--- config.mk ---
export PLATFORM = sky130hd
export DESIGN_NAME = alir_ctrl
export DESIGN_NICKNAME = d
export VERILOG_FILES = /design/src/rtl/alir_pkg.sv /design/src/rtl/alir_ctrl.sv
export SDC_FILE = /design/constraint.sdc
export NUM_CORES = 1
export LEC_CHECK = 0
export BUFFER_PORTS_ARGS = -buffer_cell sky130_fd_sc_hd__buf_2
export CORE_MARGIN = 3
export CORE_UTILIZATION = 50
export DETAILED_ROUTE_END_ITERATION = 12
export PLACE_DENSITY = 0.81
export SYNTH_ARGS = -nofsm -noshare
export SYNTH_HDL_FRONTEND = slang
export SYNTH_SLANG_ARGS = --single-unit
--- constraint.sdc ---
create_clock -name aclk -period 4.3 [get_ports aclk]
set_input_delay 0.86 -clock aclk [delete_from_list [all_inputs] [get_ports aclk]]
set_output_delay 0.86 -clock aclk [all_outputs]
set_load 0.01 [all_outputs]
--- src/rtl/alir_pkg.sv ---
// Shared constants, codes and types for the array list insert/remove core.
`default_nettype none
package alir_pkg;

    localparam int DEPTH       = 512;
    localparam int ADDR_WIDTH  = $clog2(DEPTH);
    localparam int CNT_WIDTH   = $clog2(DEPTH + 1);
    localparam int WORD_WIDTH  = 32;
    localparam int POS_WIDTH   = 9;
    localparam int CMD_WIDTH   = 3;
    localparam int STAT_WIDTH  = 2;

    localparam logic [CMD_WIDTH-1:0] CMD_INS_FRONT = 3'd0;
    localparam logic [CMD_WIDTH-1:0] CMD_INS_END   = 3'd1;
    localparam logic [CMD_WIDTH-1:0] CMD_INS_AT    = 3'd2;
    localparam logic [CMD_WIDTH-1:0] CMD_RM_FRONT  = 3'd3;
    localparam logic [CMD_WIDTH-1:0] CMD_RM_END    = 3'd4;
    localparam logic [CMD_WIDTH-1:0] CMD_RM_AT     = 3'd5;
    localparam logic [CMD_WIDTH-1:0] CMD_READ_AT   = 3'd6;

    localparam logic [STAT_WIDTH-1:0] STAT_OK   = 2'd0;
    localparam logic [STAT_WIDTH-1:0] STAT_FULL = 2'd1;
    localparam logic [STAT_WIDTH-1:0] STAT_BAD  = 2'd2;

    typedef struct packed {
        logic                  we;
        logic [ADDR_WIDTH-1:0] waddr;
        logic [WORD_WIDTH-1:0] wdata;
        logic [ADDR_WIDTH-1:0] raddr;
    } mem_req_t;

    typedef struct packed {
        logic [STAT_WIDTH-1:0] status;
        logic                  value_valid;
        logic [WORD_WIDTH-1:0] returned_value;
        logic [CNT_WIDTH-1:0]  entry_count;
    } result_t;

endpackage
`default_nettype wire

--- src/rtl/alir_ctrl.sv ---
// Sequencer: decodes one operation and walks the store to open or close a gap.
`default_nettype none
module alir_ctrl (
    input  wire logic                               aclk,
    input  wire logic                               aresetn,
    input  wire logic                               start,
    input  wire logic [alir_pkg::CMD_WIDTH-1:0]     cmd,
    input  wire logic [alir_pkg::POS_WIDTH-1:0]     position,
    input  wire logic [alir_pkg::WORD_WIDTH-1:0]    entry_value,
    input  wire logic                               out_free,
    input  wire logic [alir_pkg::WORD_WIDTH-1:0]    rdata,
    output alir_pkg::mem_req_t                      req,
    output logic                                    idle,
    output logic                                    res_valid,
    output alir_pkg::result_t                       res
);
    import alir_pkg::*;

    localparam logic [2:0] ST_IDLE      = 3'd0;
    localparam logic [2:0] ST_SHUP      = 3'd1;
    localparam logic [2:0] ST_SHUP_TAIL = 3'd2;
    localparam logic [2:0] ST_PUT       = 3'd3;
    localparam logic [2:0] ST_CAP       = 3'd4;
    localparam logic [2:0] ST_SHDN      = 3'd5;
    localparam logic [2:0] ST_SHDN_TAIL = 3'd6;
    localparam logic [2:0] ST_FIN       = 3'd7;

    logic [2:0]            state_reg, state_next;
    logic [CNT_WIDTH-1:0]  cnt_reg, cnt_next;
    logic [ADDR_WIDTH-1:0] addr_reg, addr_next;
    logic [ADDR_WIDTH-1:0] wptr_reg, wptr_next;
    logic [ADDR_WIDTH-1:0] at_reg, at_next;
    logic [WORD_WIDTH-1:0] word_reg, word_next;
    logic [WORD_WIDTH-1:0] ret_reg, ret_next;
    logic [STAT_WIDTH-1:0] status_reg, status_next;
    logic                  vflag_reg, vflag_next;
    logic                  pend_reg, pend_next;
    logic                  remove_reg, remove_next;
    logic                  shift_reg, shift_next;

    logic [CNT_WIDTH-1:0]  pos_ext;
    logic [CNT_WIDTH-1:0]  cnt_m1;
    logic [ADDR_WIDTH-1:0] last_addr;
    logic [CNT_WIDTH-1:0]  ins_at;
    logic [CNT_WIDTH-1:0]  rm_at;

    assign pos_ext   = CNT_WIDTH'(position);
    assign cnt_m1    = cnt_reg - 1'b1;
    assign last_addr = cnt_m1[ADDR_WIDTH-1:0];
    assign ins_at    = (cmd == CMD_INS_FRONT) ? '0 :
                       (cmd == CMD_INS_END)   ? cnt_reg : pos_ext;
    assign rm_at     = (cmd == CMD_RM_FRONT)  ? '0 :
                       (cmd == CMD_RM_END)    ? cnt_m1 : pos_ext;

    always_comb begin
        state_next  = state_reg;
        cnt_next    = cnt_reg;
        addr_next   = addr_reg;
        wptr_next   = wptr_reg;
        at_next     = at_reg;
        word_next   = word_reg;
        ret_next    = ret_reg;
        status_next = status_reg;
        vflag_next  = vflag_reg;
        pend_next   = pend_reg;
        remove_next = remove_reg;
        shift_next  = shift_reg;
        req.we      = 1'b0;
        req.waddr   = wptr_reg;
        req.wdata   = rdata;
        req.raddr   = addr_reg;
        res_valid   = 1'b0;

        unique case (state_reg)
            ST_IDLE: begin
                if (start) begin
                    status_next = STAT_OK;
                    vflag_next  = 1'b0;
                    ret_next    = '0;
                    word_next   = entry_value;
                    pend_next   = 1'b0;
                    state_next  = ST_FIN;
                    unique case (cmd) inside
                        CMD_INS_FRONT, CMD_INS_END, CMD_INS_AT: begin
                            if (cnt_reg == CNT_WIDTH'(DEPTH)) begin
                                status_next = STAT_FULL;
                            end else if (ins_at > cnt_reg) begin
                                status_next = STAT_BAD;
                            end else if (ins_at == cnt_reg) begin
                                req.we    = 1'b1;
                                req.waddr = ins_at[ADDR_WIDTH-1:0];
                                req.wdata = entry_value;
                                cnt_next  = cnt_reg + 1'b1;
                            end else begin
                                addr_next  = last_addr;
                                wptr_next  = cnt_reg[ADDR_WIDTH-1:0];
                                at_next    = ins_at[ADDR_WIDTH-1:0];
                                state_next = ST_SHUP;
                            end
                        end
                        CMD_RM_FRONT, CMD_RM_END, CMD_RM_AT, CMD_READ_AT: begin
                            if (cnt_reg == '0 || rm_at >= cnt_reg) begin
                                status_next = STAT_BAD;
                            end else begin
                                req.raddr   = rm_at[ADDR_WIDTH-1:0];
                                addr_next   = rm_at[ADDR_WIDTH-1:0] + 1'b1;
                                wptr_next   = rm_at[ADDR_WIDTH-1:0];
                                remove_next = (cmd != CMD_READ_AT);
                                shift_next  = (cmd != CMD_READ_AT) && (rm_at != cnt_m1);
                                state_next  = ST_CAP;
                            end
                        end
                        default: begin
                            status_next = STAT_BAD;
                        end
                    endcase
                end
            end
            ST_SHUP: begin
                if (pend_reg) begin
                    req.we    = 1'b1;
                    wptr_next = wptr_reg - 1'b1;
                end
                pend_next = 1'b1;
                if (addr_reg == at_reg) begin
                    state_next = ST_SHUP_TAIL;
                end else begin
                    addr_next = addr_reg - 1'b1;
                end
            end
            ST_SHUP_TAIL: begin
                req.we     = 1'b1;
                wptr_next  = wptr_reg - 1'b1;
                state_next = ST_PUT;
            end
            ST_PUT: begin
                req.we     = 1'b1;
                req.wdata  = word_reg;
                cnt_next   = cnt_reg + 1'b1;
                state_next = ST_FIN;
            end
            ST_CAP: begin
                ret_next   = rdata;
                vflag_next = 1'b1;
                if (!shift_reg) begin
                    if (remove_reg) begin
                        cnt_next = cnt_m1;
                    end
                    state_next = ST_FIN;
                end else if (addr_reg == last_addr) begin
                    state_next = ST_SHDN_TAIL;
                end else begin
                    addr_next  = addr_reg + 1'b1;
                    state_next = ST_SHDN;
                end
            end
            ST_SHDN: begin
                req.we    = 1'b1;
                wptr_next = wptr_reg + 1'b1;
                if (addr_reg == last_addr) begin
                    state_next = ST_SHDN_TAIL;
                end else begin
                    addr_next = addr_reg + 1'b1;
                end
            end
            ST_SHDN_TAIL: begin
                req.we     = 1'b1;
                cnt_next   = cnt_m1;
                state_next = ST_FIN;
            end
            ST_FIN: begin
                if (out_free) begin
                    res_valid  = 1'b1;
                    state_next = ST_IDLE;
                end
            end
            default: begin
                state_next = ST_IDLE;
            end
        endcase
    end

    always_ff @(posedge aclk) begin
        if (!aresetn) begin
            state_reg <= ST_IDLE;
            cnt_reg   <= '0;
        end else begin
            state_reg <= state_next;
            cnt_reg   <= cnt_next;
        end
    end

    always_ff @(posedge aclk) begin
        addr_reg   <= addr_next;
        wptr_reg   <= wptr_next;
        at_reg     <= at_next;
        word_reg   <= word_next;
        ret_reg    <= ret_next;
        status_reg <= status_next;
        vflag_reg  <= vflag_next;
        pend_reg   <= pend_next;
        remove_reg <= remove_next;
        shift_reg  <= shift_next;
    end

    assign idle                = (state_reg == ST_IDLE);
    assign res.status          = status_reg;
    assign res.value_valid     = vflag_reg;
    assign res.returned_value  = ret_reg;
    assign res.entry_count     = cnt_reg;

endmodule
`default_nettype wire

Yosys cells after proc, flatten, opt, wreduce, memory -nomap -nowiden:

Index checks and enable logic that the tools add are counted.

* register bits: 110
* latch bits: 0
* memory bits (writable): 0
* memory bits (read-only): 0
* input bits: 80
* output and inout bits: 98
* word-level logic and storage cells: 150
* memories kept: 0

* add/subtract/negate cells: 7
* multiply operators: 0
* div/mod/pow operators: 0
* order comparisons: 2
* equal/unequal tests: 37
* shift-type cells: 0
* muxes and demuxes: 65
* bitwise logic cells: 4
* reductions and logical operators: 23

Operator list (count)
* two-way mux 42 bit: 4
* two-way mux 9 bit: 18
* case mux 32 bit (2 select lines): 2
* two-way mux 10 bit: 11
* case mux 9 bit (4 select lines): 2
* two-way mux 51 bit: 1
* case mux 10 bit (4 select lines): 1
* case mux 9 bit (2 select lines): 2
* two-way mux 32 bit: 1
* adder 9 x 1 -> 9 bit, second input constant: 3
* != test 2 bit, second input constant: 11
* equality test 3 bit, second input constant: 7
* two-way mux 3 bit: 7
* case mux 3 bit (7 select lines): 1
* equality test 9 bit: 2
* subtractor 9 x 1 -> 9 bit, second input constant: 2
* AND reduction 8 bit: 2
* != test 3 bit, second input constant: 5
* equality test 3 x 2 -> 1 bit, second input constant: 4
* two-way mux 2 bit: 6
* nonzero test 4 bit: 3
* adder 10 x 1 -> 10 bit, second input constant: 1
* equality test 10 bit: 1
* equality test 10 bit, second input constant: 1
* 25 further kinds: 40

Logic depth before layout (Yosys ltp):

Gate-level depths: netlist of the first run.

* word-level depth: 10
* mapped depth: 16

Least setup slack after synthesis of the first run:

OpenSTA, ideal clock, no wires.

* path kind: register -> output
* start point: reg cnt_reg[1]
* end point: out req[1] in the netlist's numbering
* arrival time: 3525 ps
* data required time: 3440 ps
* setup slack: -85 ps
* stages on the path, launching flop included: 15
* path buffers: 1
* cells stage by stage: dfxtp_1 clkbuf_1 inv_1 ha_1 nor2b_1 nand4_1 xnor2_1 a2bb2oi_1 ha_1 o21ai_0 o21ai_0 a21oi_1 nand2_1 nor2_2 mux2_2

RTL lines
* start: declaration: line alir_ctrl.sv:29 `logic [CNT_WIDTH-1:0] cnt_reg, cnt_next;`
* start signal: assignment: line alir_ctrl.sv:189 `cnt_reg <= cnt_next;`
* end: declaration: line alir_ctrl.sv:12 `output alir_pkg::mem_req_t req,`

==> flow_metrics.env, run 1 <==
export IMPL_status="finished with violations"
export IMPL_failed_checks="setup timing"
export IMPL_cp_end_kind="output pin"
export IMPL_r2r_start="cnt_reg[0]"
export IMPL_path_clk_slew_ns=0.07
export IMPL_avgViaCountPerCell=6.12
export IMPL_final_antenna_net_count=0
export IMPL_utilization_pct=70.1
export IMPL_r2r_end="addr_reg[8]"
export IMPL_dpl_instance_area_sq_mm=0.00915
export IMPL_cap_viol_max_count=0
export IMPL_grt_pass1_wl_mm=37.8
export IMPL_cts_hold_buf=0
export IMPL_worstPathMaxFanout=8
export IMPL_min_path_type="flop to flop"
export IMPL_syn_nets=929
export IMPL_dr_pass1_iters=5
export IMPL_arrival_ns=3.54
export IMPL_grt_pass1_vias=7029
export IMPL_path_class="input port to output pin"
export IMPL_die_w_um=130
export IMPL_drt_iter0_markers=852
export IMPL_initial_core_util_pct=51.8
export IMPL_wl_per_cell_um=21.5
export IMPL_nNetsFinal=1186
export IMPL_n_antenna_cell=0
export IMPL_syn2layout_area_growth_pct=35.5
export IMPL_grt_use_total_pct=29.1
export IMPL_syn_area_sq_mm=0.00764
export IMPL_fmaxAchievable_mhz=227
export IMPL_pwr_share_comb_pct=60.9
export IMPL_coreArea_sq_mm=0.0148
export IMPL_rrSetupSlack_ns=0.54
export IMPL_dp_slack_ns=-0.0879
export IMPL_final_layout_size_suffix_gt1_share_pct=38.8
export IMPL_seq_power_share_pct=27.4
export IMPL_setup_ws_ns=-0.100
export IMPL_slew_headroom_pct=29.3
export IMPL_hold_depth=2
export IMPL_via_count=7685
export IMPL_design_die_area_sq_mm=0.0168
export IMPL_synth_seq_cells=110
export IMPL_fin_worst_skew_ns=0.0158
export IMPL_drc_errors=0
export IMPL_clk_latency_ns=0.36
export IMPL_gr_total_overflow=0
export IMPL_switchingPower_mw=3.06
export IMPL_synth_avg_cell_area_sq_um=9.44
export IMPL_rsz0062_at_grt="true"
export IMPL_internal_power_mw=3.94
export IMPL_ys_seq_area_share_pct=41.6
export IMPL_p_per_area_mw_per_mm2=676
export IMPL_cts_sinks=110
export IMPL_io_pins=178
export IMPL_io_buffers=177
export IMPL_finalHoldViolCount=0
export IMPL_rows=44
export IMPL_min_to="cnt_reg[3]"
export IMPL_clockRootBuffer="clkbuf_16"
export IMPL_power_total_mw=7.00
export IMPL_switching_share_pct=43.7
export IMPL_fin_area_sq_mm=0.0103
export IMPL_ys_flop_type="edfxtp_1"
export IMPL_setup_violations_final=39
export IMPL_synth_warnings=0
export IMPL_postSynthCellCount=809
export IMPL_start_kind="input port"
export IMPL_grt_start_max_net_pins=37
export IMPL_peakVddDrop_mv=0.511
export IMPL_cts_buffers=9
export IMPL_fin_crit_ns=4.40
export IMPL_clk_path_buf_depth=2
export IMPL_holdCritStartpoint="cnt_reg[3]"
export IMPL_wl_mm=26.9
export IMPL_h_tree_depth=3
export IMPL_reg2regPathDepth=22
export IMPL_place_hpwl_mm=18.9
export IMPL_pwr_share_clk_pct=11.7
export IMPL_n_fill_cell=1062
export IMPL_worstPathRequired_ns=3.44
export IMPL_final_cells=1255
export IMPL_p_leak_nw=4.39
export IMPL_fin_crit_sh_pct=102
export IMPL_synth_edf_count=97
export IMPL_gp_congestion=0.972
export IMPL_synth_distinct_cells=74
export IMPL_async_flop_share_pct=0
export IMPL_die_h_um=130
export IMPL_worst_slew_pin_slew_ns=1.06
export IMPL_tritoncts="yes"
export IMPL_slew_viol_final=0
export IMPL_place_inst=1197
export IMPL_antenna_found_initial=0
critical path, cell delays in order:
cell     delay [ns]
buf_12         0.11
nor3_4         0.27
buf_6          0.18
nor2_1         0.05
a21oi_1        0.11
nor2_1         0.10
ha_1           0.32
nand4_1        0.17
nor3_2         0.24
nand3_1        0.16
nor2_4         0.23
buf_12         0.15
buf_6          0.12
buf_12         0.12
a22oi_1        0.09
nand2_1        0.11
buf_2          0.14
power groups by stage:
stage	Clock (mW)	Sequential (mW)	Combinational, mW
after floorplan	0	1.92	2.42
after global placement	0	1.91	3.68
after detailed placement	0	1.93	3.76
after CTS	0.818	1.90	3.91
after global routing	0.865	1.95	4.59
final	0.820	1.92	4.26
logic make-up (layout without fill, tap and decap cells):
kind of cell	count (synthesis)	in the layout	share of synthesized area [%]
AND/OR/NAND/NOR	314	315	20.0
AO/OA/AOI/OAI	185	185	16.1
flip-flops	110	110	41.6
buffers and inverters	74	335	4.24
XOR/XNOR	51	51	6.47
adder cells (fa/ha/maj)	40	40	6.75
multiplexers	35	35	4.88
placed cells by master (no fill, tap or decap), types with 7 or more instances in the layout:
| master | instances |
|---|---|
| mux2_4 | 8 |
| mux2i_1 | 16 |
| buf_2 | 154 |
| clkbuf_16 | 13 |
| nand2_1 | 90 |
| nand3_1 | 9 |
| a31oi_1 | 16 |
| buf_4 | 98 |
| xor2_1 | 12 |
| edfxtp_1 | 97 |
| ha_1 | 36 |
| a21oi_1 | 39 |
| o21ai_0 | 30 |
| nand4_1 | 8 |
| nor3_1 | 15 |
| nor2_1 | 59 |
| inv_1 | 26 |
| nor2b_1 | 8 |
| mux2_2 | 10 |
| a22oi_1 | 34 |
| dfxtp_1 | 10 |
| and2_1 | 36 |
| xnor2_1 | 32 |
| nand2_2 | 23 |
| buf_6 | 26 |
| nand2_4 | 14 |
| o21ai_1 | 7 |
layout make-up:
type | instances | area (sq um) | area share (%)
clock buffers | 9 | 225 | 2.18
clock inverters | 7 | 60.1 | 0.580
flip-flops and latches | 110 | 3180 | 30.7
multi-input cells | 626 | 4520 | 43.6
well taps | 184 | 230 | 2.23
inverters | 31 | 119 | 1.15
repair buffers | 288 | 2020 | 19.5
what timing repair did:
action                                  in CTS  in global routing
gates cloned                                 2                  5
endpoints found under the setup margin      43                 51
hold endpoints to repair                     0                  0
resized for setup                           26                108
buffers inserted                            22                 14
pin swaps                                    8                 40
cell usage after synthesis, types with 12 or more instances:
cell type  instances  area share, %
nand2_1          127            6.2
a31oi_1           16            1.3
nor2_1            63            3.1
clkbuf_1          21            1.0
o21ai_0           39            2.6
edfxtp_1          97             38
xor2_1            12            1.4
mux2i_1           17            2.2
mux2_2            18            2.7
nor3_1            18            1.2
a21oi_1           42            2.8
a22oi_1           35            3.4
buf_2             16            1.0
xnor2_1           35            4.0
inv_1             28            1.4
ha_1              38            6.2
dfxtp_1           13            3.4
and2_1            36            2.9
worst max path at each step:
stage | startpoint | to
after floorplan | cmd[0] | req[42]
after global placement | cmd[1] | req[3]
after detailed placement | cmd[1] | req[6]
after CTS | cnt_reg[0] | req[6]
after global routing | cmd[1] | req[10]
final | cmd[1] | req[10]
metrics by stage:
stage                     hold slack, ns  setup TNS, ns
after floorplan                    0.540              0
after global placement             0.571              0
after detailed placement           0.580         -0.621
after CTS                          0.599       -0.00697
after global routing               0.590          -6.33
final                              0.557          -2.22
layer usage:
layer / up-vias / routed length (um) / global-route usage [%]
li1: 3450 / - / -
met5: - / 0 / 0
met1: 3628 / 10300 / 37.1
met3: 114 / 2440 / 5.23
met2: 493 / 12800 / 47.4
met4: 0 / 1430 / 15.4
Power figures use the tool's default switching activity.
==> run 2: changes to the inputs <==
--- a/config.mk
+++ b/config.mk
@@ -10,6 +10,7 @@
 export CORE_UTILIZATION = 50
 export DETAILED_ROUTE_END_ITERATION = 12
 export PLACE_DENSITY = 0.81
+export REMOVE_ABC_BUFFERS = 1
 export SYNTH_ARGS = -nofsm -noshare
 export SYNTH_HDL_FRONTEND = slang
 export SYNTH_SLANG_ARGS = --single-unit
==> flow_metrics.env, run 2 (same netlist as run 1, synthesis figures left out) <==
export IMPL_pwr_share_comb_pct=60.3
export IMPL_die_w_um=130
export IMPL_io_buffers=177
export IMPL_path_class="input port to output pin"
export IMPL_power_total_mw=6.99
export IMPL_design_die_area_sq_mm=0.0168
export IMPL_initial_core_util_pct=51.8
export IMPL_drt_iter0_markers=725
export IMPL_slew_viol_final=0
export IMPL_fin_crit_sh_pct=103
export IMPL_slew_headroom_pct=30.8
export IMPL_nNetsFinal=1207
export IMPL_worstPathRequired_ns=3.44
export IMPL_p_per_area_mw_per_mm2=677
export IMPL_wl_mm=26.3
export IMPL_rows=44
export IMPL_drc_errors=0
export IMPL_failed_checks="setup timing"
export IMPL_fmaxAchievable_mhz=225
export IMPL_start_kind="input port"
export IMPL_arrival_ns=3.58
export IMPL_status="finished with violations"
export IMPL_cts_buffers=9
export IMPL_switching_share_pct=43.1
export IMPL_pwr_share_clk_pct=12.7
export IMPL_grt_pass1_wl_mm=38.6
export IMPL_r2r_end="addr_reg[8]"
export IMPL_clk_latency_ns=0.36
export IMPL_reg2regPathDepth=23
export IMPL_rrSetupSlack_ns=0.40
export IMPL_fin_crit_ns=4.44
export IMPL_setup_violations_final=17
export IMPL_gr_total_overflow=0
export IMPL_clk_path_buf_depth=2
export IMPL_p_leak_nw=4.45
export IMPL_dr_pass1_iters=6
export IMPL_wl_per_cell_um=20.6
export IMPL_setup_ws_ns=-0.142
export IMPL_grt_use_total_pct=29.7
export IMPL_switchingPower_mw=3.01
export IMPL_clockRootBuffer="clkbuf_16"
export IMPL_peakVddDrop_mv=0.509
export IMPL_cts_sinks=110
export IMPL_hold_depth=2
export IMPL_mostFrequentLayoutCells="buf_2, nand2_1, buf_4, edfxtp_1, nor2_1"
export IMPL_gp_congestion=1.00
export IMPL_die_h_um=130
export IMPL_finalHoldViolCount=0
export IMPL_syn2layout_area_growth_pct=35.3
export IMPL_path_clk_slew_ns=0.08
export IMPL_r2r_start="cnt_reg[0]"
export IMPL_min_path_type="flop to flop"
export IMPL_worstPathMaxFanout=7
export IMPL_rsz0062_at_grt="true"
export IMPL_cp_end_kind="output pin"
export IMPL_antenna_found_initial=1
export IMPL_final_common_cell="buf_2"
export IMPL_h_tree_depth=3
export IMPL_final_layout_size_suffix_gt1_share_pct=37.3
export IMPL_place_hpwl_mm=17.8
export IMPL_tritoncts="yes"
export IMPL_min_to="state_reg[1]"
export IMPL_place_inst=1204
export IMPL_coreArea_sq_mm=0.0148
export IMPL_grt_start_max_net_pins=37
export IMPL_grt_pass1_vias=7217
export IMPL_holdCritStartpoint="shift_reg"
export IMPL_final_cells=1277
export IMPL_cap_viol_max_count=0
export IMPL_final_antenna_net_count=0
export IMPL_seq_power_share_pct=26.9
export IMPL_fin_worst_skew_ns=0.00873
export IMPL_tns_ns=-1.30
export IMPL_worst_slew_pin_slew_ns=1.03
export IMPL_startpoint="cmd[1]"
export IMPL_internal_power_mw=3.97
export IMPL_io_pins=178
export IMPL_avgViaCountPerCell=6.02
export IMPL_via_count=7686
==> run 2: changes by cell type in the layout (fill, tap and decap cells not counted), sizes merged <==
cell | before | now
and2b | 2 | 1
buf | 284 | 308
nor2 | 64 | 65
inv | 32 | 34
diode | 0 | 1
clkbuf | 13 | 10
clkinv | 5 | 3
bufinv | 0 | 1
clkinvlp | 1 | 0
==> run 2: worst max-delay path, cell delays in order <==
cell,delay [ns]
buf_8,0.09
and2b_4,0.23
buf_12,0.14
a311oi_4,0.40
inv_2,0.12
ha_4,0.23
nand2b_4,0.14
a31oi_4,0.21
o21ai_4,0.10
a21oi_4,0.16
nand2_2,0.09
nor2_4,0.17
clkbuf_16,0.19
buf_6,0.09
mux2i_1,0.19
buf_2,0.16
==> run 2: what timing repair did <==
item | 4_1_cts | 5_1_grt
setup endpoints to repair | 49 | 56
resized for setup | 46 | 42
hold buffers | 0 | 0
pin swaps | 9 | 23
gates cloned | 1 | 2
buffers inserted | 40 | 17
==> run 2: worst max path at each step <==
stage	to	cells past startpoint
after detailed placement	req[7]	15
after floorplan	req[10]	12
final	req[0]	16
after global placement	req[7]	15
after global routing	req[0]	16
after CTS	req[7]	15
==> run 2: power groups by stage <==
| stage | sequential [mW] | combinational [mW] | clock [mW] |
|---|---|---|---|
| floorplan | 1.98 | 2.29 | 0 |
| global placement | 1.88 | 3.60 | 0 |
| detailed placement | 1.90 | 3.70 | 0 |
| CTS | 1.87 | 3.92 | 0.904 |
| global route | 1.92 | 4.57 | 0.932 |
| finish | 1.88 | 4.22 | 0.891 |
==> run 2: area by class of cell <==
cell class / instances / area (sq um)
timing repair buffer: 309 / 2070
clock buffer: 9 / 225
clock inverter: 7 / 88.8
antenna: 1 / 2.50
inverter: 31 / 116
sequential: 110 / 3170
tap: 184 / 230
multi-input combinational: 626 / 4430
fill: 1047 / 4430
==> run 2: layer usage <==
layer | share of wire, % | wire length (um) | GRT usage, %
met5 | 0 | 0 | 0
met4 | 6.0 | 1580 | 17.1
met3 | 9.6 | 2530 | 5.52
met2 | 47 | 12300 | 49.6
met1 | 38 | 9850 | 35.9
==> run 2: stage by stage <==
step	utilization, %	cell area (sq um)	hold WS [ns]	worst slack [ns]
global route	70.0	10300	0.661	-0.176
global placement	62.1	9170	0.569	-0.329
floorplan	-	7430	0.540	-2.28
detailed placement	62.1	9170	0.589	-0.382
CTS	67.7	9990	0.602	-0.0582
finish	70.0	10300	0.607	-0.142
